===== config.mk =====
export PLATFORM = sky130hd
export DESIGN_NAME = ra_front
export DESIGN_NICKNAME = d
export VERILOG_FILES = /design/src/rtl/ra_pkg.sv /design/src/rtl/ra_front.sv
export SDC_FILE = /design/constraint.sdc
export NUM_CORES = 1
export LEC_CHECK = 0
export BUFFER_PORTS_ARGS = -buffer_cell sky130_fd_sc_hd__buf_4
export CORE_MARGIN = 2
export CORE_UTILIZATION = 38
export CTS_CLUSTER_SIZE = 28
export DETAILED_ROUTE_END_ITERATION = 10
export GPL_TIMING_DRIVEN = 0
export PLACE_DENSITY = 0.92
export SLEW_MARGIN = 20
export SYNTH_ARGS = -nofsm -noshare
export SYNTH_HDL_FRONTEND = slang
export SYNTH_SLANG_ARGS = --single-unit

===== constraint.sdc =====
create_clock -name clk -period 2.82 [get_ports clk]
set_input_delay 0.564 -clock clk [delete_from_list [all_inputs] [get_ports clk]]
set_output_delay 0.564 -clock clk [all_outputs]
set_load 0.02 [all_outputs]

===== src/rtl/ra_pkg.sv =====
// ----------------------------------------------------------------------------
// ra_pkg: shared types and constants of the rank assignment block
// Holds the command passed from the front end to the ranking back end.
// ----------------------------------------------------------------------------
package ra_pkg;

    localparam int VALUE_W   = 32;
    localparam int RANK_W    = 7;
    localparam int CMD_DEPTH = 4;
    localparam int GROUP_W   = 8;

    typedef struct packed {
        logic signed [VALUE_W-1:0] value;
        logic                      store;
        logic                      last;
        logic                      ovf;
    } cmd_t;

endpackage


===== src/rtl/ra_front.sv =====
// ----------------------------------------------------------------------------
// ra_front: request intake and classification
// Decides whether each value is stored or dropped and tracks the drop flag.
// ----------------------------------------------------------------------------
module ra_front import ra_pkg::*;
#(
    parameter int MAX_ITEMS = 64
)
(
    input  logic                      clk,
    input  logic                      rst_n,
    input  logic                      push,
    output logic                      full,
    input  logic signed [VALUE_W-1:0] value,
    input  logic                      last_item,
    output logic                      cmd_push,
    output cmd_t                      cmd,
    input  logic                      cmd_full
);

    localparam int FILL_W = $clog2(MAX_ITEMS + 1);

    logic [FILL_W-1:0] count_reg;
    logic [FILL_W-1:0] count_next;
    logic              dropped_reg;
    logic              dropped_next;
    logic              accept;
    logic              store;

    assign full      = cmd_full;
    assign accept    = push && !cmd_full;
    assign store     = count_reg < FILL_W'(MAX_ITEMS);
    assign cmd_push  = accept;
    assign cmd.value = value;
    assign cmd.store = store;
    assign cmd.last  = last_item;
    assign cmd.ovf   = dropped_reg | !store;

    always_comb
    begin
        count_next   = count_reg;
        dropped_next = dropped_reg;
        if (accept)
        begin
            if (last_item)
            begin
                count_next   = '0;
                dropped_next = 1'b0;
            end
            else if (store)
            begin
                count_next = count_reg + FILL_W'(1);
            end
            else
            begin
                dropped_next = 1'b1;
            end
        end
    end

    always_ff @(posedge clk or negedge rst_n)
    begin
        if (!rst_n)
        begin
            count_reg   <= '0;
            dropped_reg <= 1'b0;
        end
        else
        begin
            count_reg   <= count_next;
            dropped_reg <= dropped_next;
        end
    end

endmodule


# Word level (Yosys, flattened, before mapping)

Cells that the tools add are included.

Bits in registers: 8
Word-level logic and storage cells: 16
Memories kept: 0
Memory bits (read-only): 0
Memory bits (writable): 0
Input port bits: 37
Latch bits: 0

Divide/modulo/power cells: 0
Eq/ne operators: 1
Add/sub/neg operators: 1
Bitwise logic cells: 1
$mul: 0
Shift-type cells: 0
Multiplexer cells: 4
Magnitude comparators: 1
Reduce and logical (&&, ||, !) cells: 6

Operators by type and width:

| cell                                              | count |
|---|---|
| two-way mux 7 bit                                 | 2 |
| adder 7 x 1 -> 7 bit, second input constant       | 1 |
| less-than comparator 7 bit, second input constant | 1 |
| AND reduction 2 bit                               | 2 |
| logical NOT 1 bit                                 | 2 |
| two-way mux 1 bit                                 | 2 |
| != test 2 bit, second input constant              | 1 |
| nonzero test 2 bit                                | 1 |
| logical AND 1 bit                                 | 1 |
| OR 1 bit                                          | 1 |

# Depth between registers and ports, before layout

Depth after elaboration: 3
Mapped depth: 5
Gate-level depth less buffers: 4

# Worst setup path after synthesis

Ideal clock, no wire load.

Kind: in2out
Start: in cmd_full
End: out cmd_push
Buffers on the path: 1
Cell stages on the path: 3
Path slack: 1.325 ns
Arrival: 0.931 ns
Cell sequence: nand2b_4 buf_6 inv_2

Longest elaborated chain between the ends: 2

Ends and longest elaborated chain:

| element            | RTL line       | RTL |
|---|---|---|
| start: declaration | ra_front.sv:18 | `input logic cmd_full` |
| logical NOT 1 bit  | ra_front.sv:31 | `assign accept = push && !cmd_full;` |
| logical AND 1 bit  | ra_front.sv:31 |  |
| end: declaration   | ra_front.sv:16 | `output logic cmd_push,` |

Every way passes these cells.

==> results.cfg <==
[run_status]
status = finished, final reports clean

[critical_path]
crit_path_start_kind = flip-flop
arrival_ps = 1210
worstPathMaxFanout = 9
ff2ff_setup_slack_ps = 1490
required_ps = 2260
slowest_stage = dfrtp_1
reg2reg_from = count_reg[6]$_DFFE_PN0P_
startpoint = count_reg[6]$_DFFE_PN0P_
crit_type = flip-flop to output port
end_kind = output port
r2r-end = count_reg[5]$_DFFE_PN0P_
critPathMaxStageDelay_ps = 370
worstPathCellList = buf_6 -> or2_2 -> buf_4
r2r_cells = 4
crit_path_end = cmd[0]

[timing]
hold_ws_ps = 105
fin_crit_ps = 1780
relSlewSlack = 0.732
max_slew.worst_pin.slew_ps = 402
fin_ws_ps = 1040
slew_viol_final = 0
post-route-period-util = 0.630
clock_skew_ps = 7.59
tns_ps = 0
hold_viol_final = 0
clock.fmax_mhz = 563
rsz0062_at_grt = no
setup_viol_count_final = 0

[grt]
grt_max_degree = 11
grt.overflow.total = 0
grt_pass1_wl_um = 2660
grt_pass1_vias = 625
antenna_found_initial = 0
grt_usage = 0.149

[cells_and_area]
final_cell_mix = 76 x buf_4, 8 x dfrtp_1, 4 x nand2_1
fillCellCount = 176
nets = 167
largest_register_ffs = 7
final_util = 0.584
num_antenna_cells = 0
final_area_sq_um = 1110
mostFrequentLayoutCell = buf_4
area_growth_pct = 48.8
drive_gt1_frac = 0.669

[synthesis]
syn_nets = 121
syn_avg_cell_area_sq_um = 8.98
yosysWarnings = 0
seq_area_frac_synth = 0.268
ys_ff_latch = 8
syn_area_sq_um = 746
synth_cell_types = 28
netlist_instances = 83

[cts]
cts-root-buf = clkbuf_4
htreeDepth = 1
cts_resized = 0
worstSkewPairLatency_ps = 260
cts_buffer_depth = 2
cts_tree = done
post_cts.repair.setup_buffers = 0
cts.sinks = 8
cts_buffers = 3
hold_buffers = 0
cts.clk_slew.worst_paths_ps = 60

[drt]
wl_met3_um = 254
drtPass1Iterations = 4
vias = 712
drc = 0
wl_per_cell_um = 11.4
ant_nets = 0
top_layer_used = met4
wl_met2_um = 904
drt-met1-wl_um = 570
drt-total-wl_um = 1750
drtIter0Drc = 18
vias_per_cell = 4.62

[power]
power_frac_seq = 0.371
p_sw_frac = 0.359
power.switching_w = 0.000160
power.density_nw_per_um2 = 402
p_int_w = 0.000286
ir_drop_uv = 191
clkPwrFrac = 0.208
pwr-share-comb = 0.421
p_leak_nw = 0.600

[placement]
port_buffers = 41
dp_hpwl_um = 1430
dp_slack_ps = 1070
dpl-instance-area_sq_um = 1090
place_congestion = 0.757

[die]
ios = 74
die_h_um = 48.3
num_rows = 16
die-area_sq_um = 2330
core_area_sq_um = 1900
die_w_um = 48.3
initial_utilization = 0.392

[run]
drv_cap = 0

[min_path]
min-delay-path-class = primary input to async pin
-- synthesized netlist by cell type, drive strengths merged --
cell type / n / area share
clkbuf: 1 / 0.0050
nor2: 2 / 0.010
inv: 3 / 0.015
and3: 1 / 0.0084
nand2b: 1 / 0.018
dfrtp: 8 / 0.27
o211ai: 1 / 0.010
a21oi: 3 / 0.020
or2: 1 / 0.0084
a221o: 2 / 0.027
nand4b: 2 / 0.044
a211o: 1 / 0.012
mux2i: 1 / 0.013
nor3b: 1 / 0.010
buf: 37 / 0.38
nand3: 2 / 0.013
nand2: 4 / 0.020
ha: 1 / 0.017
o21ai: 3 / 0.020
nor4: 2 / 0.017
or4b: 1 / 0.013
nor2b: 3 / 0.025
a41oi: 1 / 0.012
a22oi: 1 / 0.010
-- layer usage --
| metal | vias up | GRT usage |
|---|---|---|
| li1 | 334 | - |
| met1 | 318 | 0.141 |
| met2 | 56 | 0.264 |
| met3 | 4 | 0.0679 |
| met4 | 0 | 0.0857 |
| met5 | - | 0 |
-- power by group through the flow --
stage	clock (W)	combinational (W)	sequential (W)
6_report	0.0000928	0.000188	0.000166
5_1_grt	0.0000997	0.000200	0.000169
4_1_cts	0.0000964	0.000189	0.000164
3_5_place_dp	0	0.000188	0.000166
3_3_place_gp	0	0.000181	0.000163
2_1_floorplan	0	0.000129	0.000159
-- worst min path at each step --
| stage | depth (start not counted) | slack [ps] | endpoint |
|---|---|---|---|
| CTS | 1 | 100 | count_reg[2]$_DFFE_PN0P_ |
| global route | 1 | 110 | dropped_reg$_DFFE_PN0P_ |
| global placement | 1 | 380 | dropped_reg$_DFFE_PN0P_ |
| finish | 1 | 110 | count_reg[2]$_DFFE_PN0P_ |
| floorplan | 0 | 270 | count_reg[0]$_DFFE_PN0P_ |
| detailed placement | 1 | 390 | count_reg[2]$_DFFE_PN0P_ |
-- cell type report --
class | instances | area [sq um] | share of cell area
Sequential cell | 8 | 200 | 0.180
Inverter | 3 | 11.3 | 0.0101
Clock buffer | 3 | 22.5 | 0.0203
Buffer | 38 | 289 | 0.260
Timing Repair Buffer | 41 | 308 | 0.277
Multi-Input combinational cell | 34 | 245 | 0.221
Tap cell | 27 | 33.8 | 0.0304
-- critical path: cells and delay by family, from the launching register on --
family	cells	cell delay, ps
buffers and inverters	2	300
flip-flops	1	370
AND/OR/NAND/NOR	1	290
-- cell families (layout without fill, tap and decap cells) --
group	Yosys count	in the layout	synth area share
flops	8	8	0.268
mux	1	1	0.0134
fa+ha+maj	1	1	0.0168
compound gates	12	12	0.111
simple gates	20	20	0.188
buf+inv	41	85	0.403
-- through the flow --
step / total power (W) / cells
6_report: 0.000446 / 154
5_1_grt: 0.000468 / 154
4_1_cts: 0.000449 / 154
3_5_place_dp: 0.000354 / 151
3_3_place_gp: 0.000344 / 151
2_1_floorplan: 0.000288 / 83
No activity file was read; power rests on OpenSTA's default activity.
