`src/rtl/ra_pkg.sv`:
```
// ----------------------------------------------------------------------------
// ra_pkg: shared types and constants of the rank assignment block
// Holds the command passed from the front end to the ranking back end.
// ----------------------------------------------------------------------------
package ra_pkg;

    localparam int VALUE_W   = 32;
    localparam int RANK_W    = 7;
    localparam int CMD_DEPTH = 4;
    localparam int GROUP_W   = 8;

    typedef struct packed {
        logic signed [VALUE_W-1:0] value;
        logic                      store;
        logic                      last;
        logic                      ovf;
    } cmd_t;

endpackage

```
`src/rtl/ra_cmd_fifo.sv`:
```
// ----------------------------------------------------------------------------
// ra_cmd_fifo: command queue between front end and back end
// A short first-in first-out buffer so that either side can stall alone.
// ----------------------------------------------------------------------------
module ra_cmd_fifo import ra_pkg::*;
(
    input  logic clk,
    input  logic rst_n,
    input  logic wr_en,
    input  cmd_t wr_data,
    output logic full,
    input  logic rd_en,
    output cmd_t rd_data,
    output logic empty
);

    localparam int PTR_W = $clog2(CMD_DEPTH);
    localparam int CNT_W = $clog2(CMD_DEPTH + 1);

    cmd_t             fifo_q [CMD_DEPTH];
    logic [PTR_W-1:0] wr_ptr_reg;
    logic [PTR_W-1:0] wr_ptr_next;
    logic [PTR_W-1:0] rd_ptr_reg;
    logic [PTR_W-1:0] rd_ptr_next;
    logic [CNT_W-1:0] level_reg;
    logic [CNT_W-1:0] level_next;
    logic             do_wr;
    logic             do_rd;

    assign full    = level_reg == CNT_W'(CMD_DEPTH);
    assign empty   = level_reg == '0;
    assign do_wr   = wr_en && !full;
    assign do_rd   = rd_en && !empty;
    assign rd_data = fifo_q[rd_ptr_reg];

    always_comb
    begin
        wr_ptr_next = wr_ptr_reg;
        rd_ptr_next = rd_ptr_reg;
        level_next  = level_reg;
        if (do_wr)
        begin
            wr_ptr_next = (wr_ptr_reg == PTR_W'(CMD_DEPTH - 1)) ? '0 : wr_ptr_reg + PTR_W'(1);
        end
        if (do_rd)
        begin
            rd_ptr_next = (rd_ptr_reg == PTR_W'(CMD_DEPTH - 1)) ? '0 : rd_ptr_reg + PTR_W'(1);
        end
        if (do_wr && !do_rd)
        begin
            level_next = level_reg + CNT_W'(1);
        end
        else if (do_rd && !do_wr)
        begin
            level_next = level_reg - CNT_W'(1);
        end
    end

    always_ff @(posedge clk)
    begin
        if (do_wr)
        begin
            fifo_q[wr_ptr_reg] <= wr_data;
        end
    end

    always_ff @(posedge clk or negedge rst_n)
    begin
        if (!rst_n)
        begin
            wr_ptr_reg <= '0;
            rd_ptr_reg <= '0;
            level_reg  <= '0;
        end
        else
        begin
            wr_ptr_reg <= wr_ptr_next;
            rd_ptr_reg <= rd_ptr_next;
            level_reg  <= level_next;
        end
    end

endmodule

```
`config.mk`:
```
export PLATFORM = sky130hd
export DESIGN_NAME = ra_cmd_fifo
export DESIGN_NICKNAME = d
export VERILOG_FILES = /design/src/rtl/ra_pkg.sv /design/src/rtl/ra_cmd_fifo.sv
export SDC_FILE = /design/constraint.sdc
export NUM_CORES = 1
export LEC_CHECK = 0
export BUFFER_PORTS_ARGS = -buffer_cell sky130_fd_sc_hd__buf_2
export CAP_MARGIN = 20
export CELL_PAD_IN_SITES_DETAIL_PLACEMENT = 0
export CELL_PAD_IN_SITES_GLOBAL_PLACEMENT = 1
export CORE_MARGIN = 3
export CORE_UTILIZATION = 35
export DETAILED_ROUTE_END_ITERATION = 7
export PLACE_DENSITY = 0.58
export SYNTH_ARGS = -nofsm -noshare
export SYNTH_HDL_FRONTEND = slang
export SYNTH_SLANG_ARGS = --single-unit
```
`constraint.sdc`:
```
create_clock -name clk -period 5.1 [get_ports clk]
set_input_delay 0.255 -clock clk [delete_from_list [all_inputs] [get_ports clk]]
set_output_delay 0.255 -clock clk [all_outputs]
set_load 0.01 [all_outputs]
```
## Yosys cells after proc, flatten, opt, wreduce, memory -nomap -nowiden

Memory sizes are Yosys's and may differ from the RTL's.
Index checks and enable logic that the tools add are counted.

| cells by class | value |
|---|---|
| $add $sub $neg | 4 |
| equality and inequality tests | 3 |
| mux-type cells | 6 |
| reduce and logical (&&, ||, !) cells | 10 |

Operators with widths:

| cell | number |
|---|---|
| $mux 3 | 2 |
| $add 2x1->2 const B | 2 |
| $eq 2x2->1 const B | 2 |
| $logic_and 1x1->1 | 4 |
| $logic_not 1->1 | 4 |
| $mux 2 | 2 |
| $add 3x1->3 const B | 1 |
| $eq 3x3->1 const B | 1 |
| $logic_not 3->1 | 1 |
| $sub 3x1->3 const B | 1 |
| $mux 1 | 2 |
| $reduce_bool 2->1 | 1 |

| word-level totals | value |
|---|---|
| bits in registers | 7 |
| RAM bits | 140 |
| output and inout bits | 37 |
| word-level logic and storage cells | 27 |
| memories | 1 |

Memories:

| name | depth | bits a word | rd ports | clocked after Yosys merged registers in | write ports | line | source |
|---|---|---|---|---|---|---|---|
| fifo_q | 4 | 35 | 1 | 0 | 1 | ra_cmd_fifo.sv:20 | `cmd_t fifo_q [CMD_DEPTH];` |

## Longest topological paths before layout

| depth | value |
|---|---|
| depth after elaboration | 7 |
| depth in mapped cells | 9 |
| depth with buffers taken out | 8 |

## Least setup slack after synthesis

OpenSTA, ideal clock, no wires.

| path | value |
|---|---|
| path type | register -> register |
| start | register level_reg[2] |
| end | memory fifo_q[0][0] (netlist bit) (enable) |
| setup time | 0.396 ns |
| arrival time | 1.733 ns |
| data required time | 4.704 ns |
| setup slack | 2.971 ns |
| stages on the path, launching flop included | 5 |
| cells stage by stage | dfrtp_1 > nor3b_2 > nor2b_1 > buf_2 > and2_1 |

| between the ends | value |
|---|---|
| longest elaborated chain between the ends | 5 |

Ends and longest elaborated chain:

| element | line | source |
|---|---|---|
| start, declared | ra_cmd_fifo.sv:25 | `logic [CNT_W-1:0] level_reg;` |
| start signal, assigned | ra_cmd_fifo.sv:79 | `level_reg <= level_next;` |
| $eq 3x3->1 | ra_cmd_fifo.sv:30 | `assign full = level_reg == CNT_W'(CMD_DEPTH);` |
| net full | ra_cmd_fifo.sv:11 | `output logic full,` |
| $logic_not 1->1 | ra_cmd_fifo.sv:32 | `assign do_wr = wr_en && !full;` |
| $logic_and 1x1->1 | ra_cmd_fifo.sv:32 |  |
| net do_wr | ra_cmd_fifo.sv:27 | `logic do_wr;` |
| $mux 1 | ra_cmd_fifo.sv:61 | `if (do_wr)` |
| $mux 1 (not written as such) | ra_cmd_fifo.sv:63 | `fifo_q[wr_ptr_reg] <= wr_data;` |
| end, declared | ra_cmd_fifo.sv:20 |  |

The timed path passes the listed nets, and every way through them passes these cells.

==> summary.txt <==
Timing
  – FMAX: 368.2 MHz
  – RSZ-0062 raised after global routing: false
  – Fin crit period: between 2 and 3 ns
  – Max-slew headroom: 33.45%
  – Hold Fails Final Rpt: 0
  – Setup TNS: 0 ns
  – Worst slew pin tran: 0.9983 ns
  – Fin. max-slew vios: 0
  – Final worst-path cycle share: 53.26%
  – Clock skew: 0.004595 ns
  – Final setup viols: 0

Clock network
  – Clk pin slew, worst setup/hold paths: around 0.060 ns
  – Root buf cell: clkbuf_16
  – Total CTS buffers: 17
  – Resize count post-CTS: 0
  – TritonCTS clock tree: done
  – Clock Latency Late Sink: 0.42 ns
  – Total setup buffers inserted after CTS: 0
  – Longest Clk Path Bufs: 2
  – CTS HTree Levels: 4
  – Clock sinks: 147

Min path
  – Hold Path Class: input pin to register

Route
  – WL per Instance: 17.94 µm
  – 1st-pass router iterations: 4
  – 1st-iter DRT viols: 187
  – Vias per cell: 4.586
  – # DRC: 0
  – Routed Antenna Nets: 0
  – DRT Wirelength: 9527 µm
  – Vias: 2435

Pwr
  – Power per cell area: 580.0 nW/µm²
  – Net Switching: 0.001120 W
  – VDD IR-drop max: 306.3 µV
  – Pint: 0.002719 W
  – Leak pwr: roughly 2.3 nW
  – Comb power frac: around a quarter
  – Clk pwr share: 28.1%
  – Switching Fraction: 29.18%
  – Sequential power share: 46.3%

Final layout
  – Design area: 6619 µm²
  – Layout cell share with drive strength beyond 1: 47.50%
  – Commonest non-fill, non-tap cell in the layout: edfxtp_1
  – P&R area growth vs syn: 20.50%
  – Max reg flops: 140
  – ANT cells: 0
  – Fillers: 1334
  – Final net count: 353
  – Post-layout util: 43.38%
  – Most frequent cells in the layout: 140 x edfxtp_1, 75 x buf_2, 35 x mux4_2, 17 x clkbuf_16, 6 x ha_1

Yosys
  – Mapped Cells: 220
  – Post-synthesis mux area share: 15.31%
  – Seq cells post-synth: 147
  – Synth warn: 0
  – Synth Area in Compound Gates: 0.3645%
  – Synth Area in XOR/XNOR: less than 1%
  – Netlist cell types: 21
  – Sequential fraction of the synthesis area: between 70% and 80%
  – Adder-cell share of the synthesized area: 1.731%
  – Post-synthesis simple-gate area fraction: 1.116%
  – Syn nets: between 200 and 300
  – Syn avg cell area: between 20 and 25 µm²
  – Cell area after synthesis: 5493 µm²
  – Main combinational cell family by area after synthesis: multiplexers

Worst setup path
  – CP Class: register to output pin
  – Data arrival time of the worst path: 2.46 ns
  – Crit Path Max Fanout: 20
  – Max incr delay on CP: 0.78 ns
  – CP max stage cell: dfrtp_2
  – Critical path, cell by cell: buf_4 -> mux4_2 -> buf_2
  – Critical path data required time: 4.85 ns
  – CP Launch Type: register
  – Critical Path End Type: output pin

Global routing
  – Grt ovf: 0
  – Pin count of the biggest net entering global routing: 38
  – Tot GR Track Use: 11.88%
  – Vias in the first global route: 2664
  – First-pass GRT wire length: 14970 µm
  – Initial antenna violation count: 0

Floorplan
  – Initial Util: between 30% and 40%
  – Core Area: roughly 15000 µm²
  – Chip Width: 131.3 µm
  – Die area: approximately 17000 µm²
  – FP Rows: 45
  – I/O pin total: 76
  – Die Ht: 131.3 µm

Job
  – Number of max-cap violations: 0

Run status
  – Status: completed

Placement
  – RePlAce Congestion: ~0.65
  – I/O Buffers: 75
  – DP Area: 6088 µm²
  – Post-detail-place hpwl: 5476 µm
layer usage:
metal	vias up	wire length [µm]	global-route usage, %
met2	65	4595	18.20
met3	16	540	5.168
met1	1256	4227	14.73
met5	-	0	0
met4	0	163	5.251
li1	1098	-	-
worst max-delay path, delay by kind of cell, from the launching register on:
kind     cells  cell delay, ns
flops        1            0.78
mux          1            0.59
buf+inv      2            0.66
worst paths after layout:
kind | start | to | slack, ns | depth (start not counted)
max in group asynchronous | rst_n | rd_ptr_reg[0] | 4.71 | 2
max | rd_ptr_reg[0] | rd_data[20] | 2.38 | 3
min reg2reg | level_reg[2] | level_reg[2] | 0.53 | 1
min | wr_data[25] | fifo_q[3][25] | 0.05 | 1
min in group asynchronous | rst_n | wr_ptr_reg[0] | 0.20 | 2
max reg2reg | level_reg[2] | fifo_q[3][28] | 2.76 | 3
through the flow:
step | setup slack [ns] | hold slack [ns] | std cells | total power, W
2_1_floorplan | 2.971 | -0.04059 | 220 | 0.002444
3_3_place_gp | 2.748 | 0.1056 | 498 | 0.002819
3_5_place_dp | 2.711 | 0.1107 | 498 | 0.002828
4_1_cts | 2.276 | 0.02120 | 531 | 0.003923
5_1_grt | 2.175 | 0.02946 | 531 | 0.004057
6_report | 2.384 | 0.05138 | 531 | 0.003839
cell type report:
cell class | instances | area, µm² | share of cell area [%]
multi-input cells | 61 | 1049 | 15.84
clock inverters | 14 | 91.34 | 1.380
repair buffers | 77 | 392.9 | 5.936
clock buffers | 18 | 429.2 | 6.484
well taps | 211 | 264.0 | 3.989
flip-flops and latches | 147 | 4382 | 66.20
inverters | 3 | 11.26 | 0.1701
cell usage after synthesis:
library cell	instances	area, µm²
nor2b_1	1	6.260
buf_2	2	10.01
nor2_1	2	7.510
fa_1	1	20.02
xnor2_1	1	8.760
nor3b_2	1	12.51
edfxtp_1	140	4204
xor2_1	2	17.52
mux2_2	2	22.52
ha_1	6	75.07
buf_6	1	11.26
o31ai_2	1	12.51
mux2_4	2	30.03
inv_1	3	11.26
nor3_1	2	10.01
mux4_2	35	788.3
clkbuf_1	2	7.510
buf_4	4	30.03
dfrtp_1	7	175.2
a21o_1	1	7.510
and2_1	4	25.02
cells by family after synthesis:
logic type	Yosys count
flops	147
mux	39
buf+inv	12
simple gates	10
fa+ha+maj	7
xor+xnor	3
compound gates	2
power groups by stage:
stage / sequential [W] / combinational, W / clock, W
6_report: 0.00178 / 0.000983 / 0.00108
5_1_grt: 0.00182 / 0.00108 / 0.00116
4_1_cts: 0.00179 / 0.00102 / 0.00111
3_5_place_dp: 0.00181 / 0.00101 / 0
3_3_place_gp: 0.00181 / 0.00101 / 0
2_1_floorplan: 0.00168 / 0.000761 / 0
what timing repair did:
item | in CTS | in global routing
hold buffers | 1 | 0
endpoints found under the setup margin | 0 | 0
endpoints found under the hold margin | 7 | 0
(Power assumes the default switching activity.)
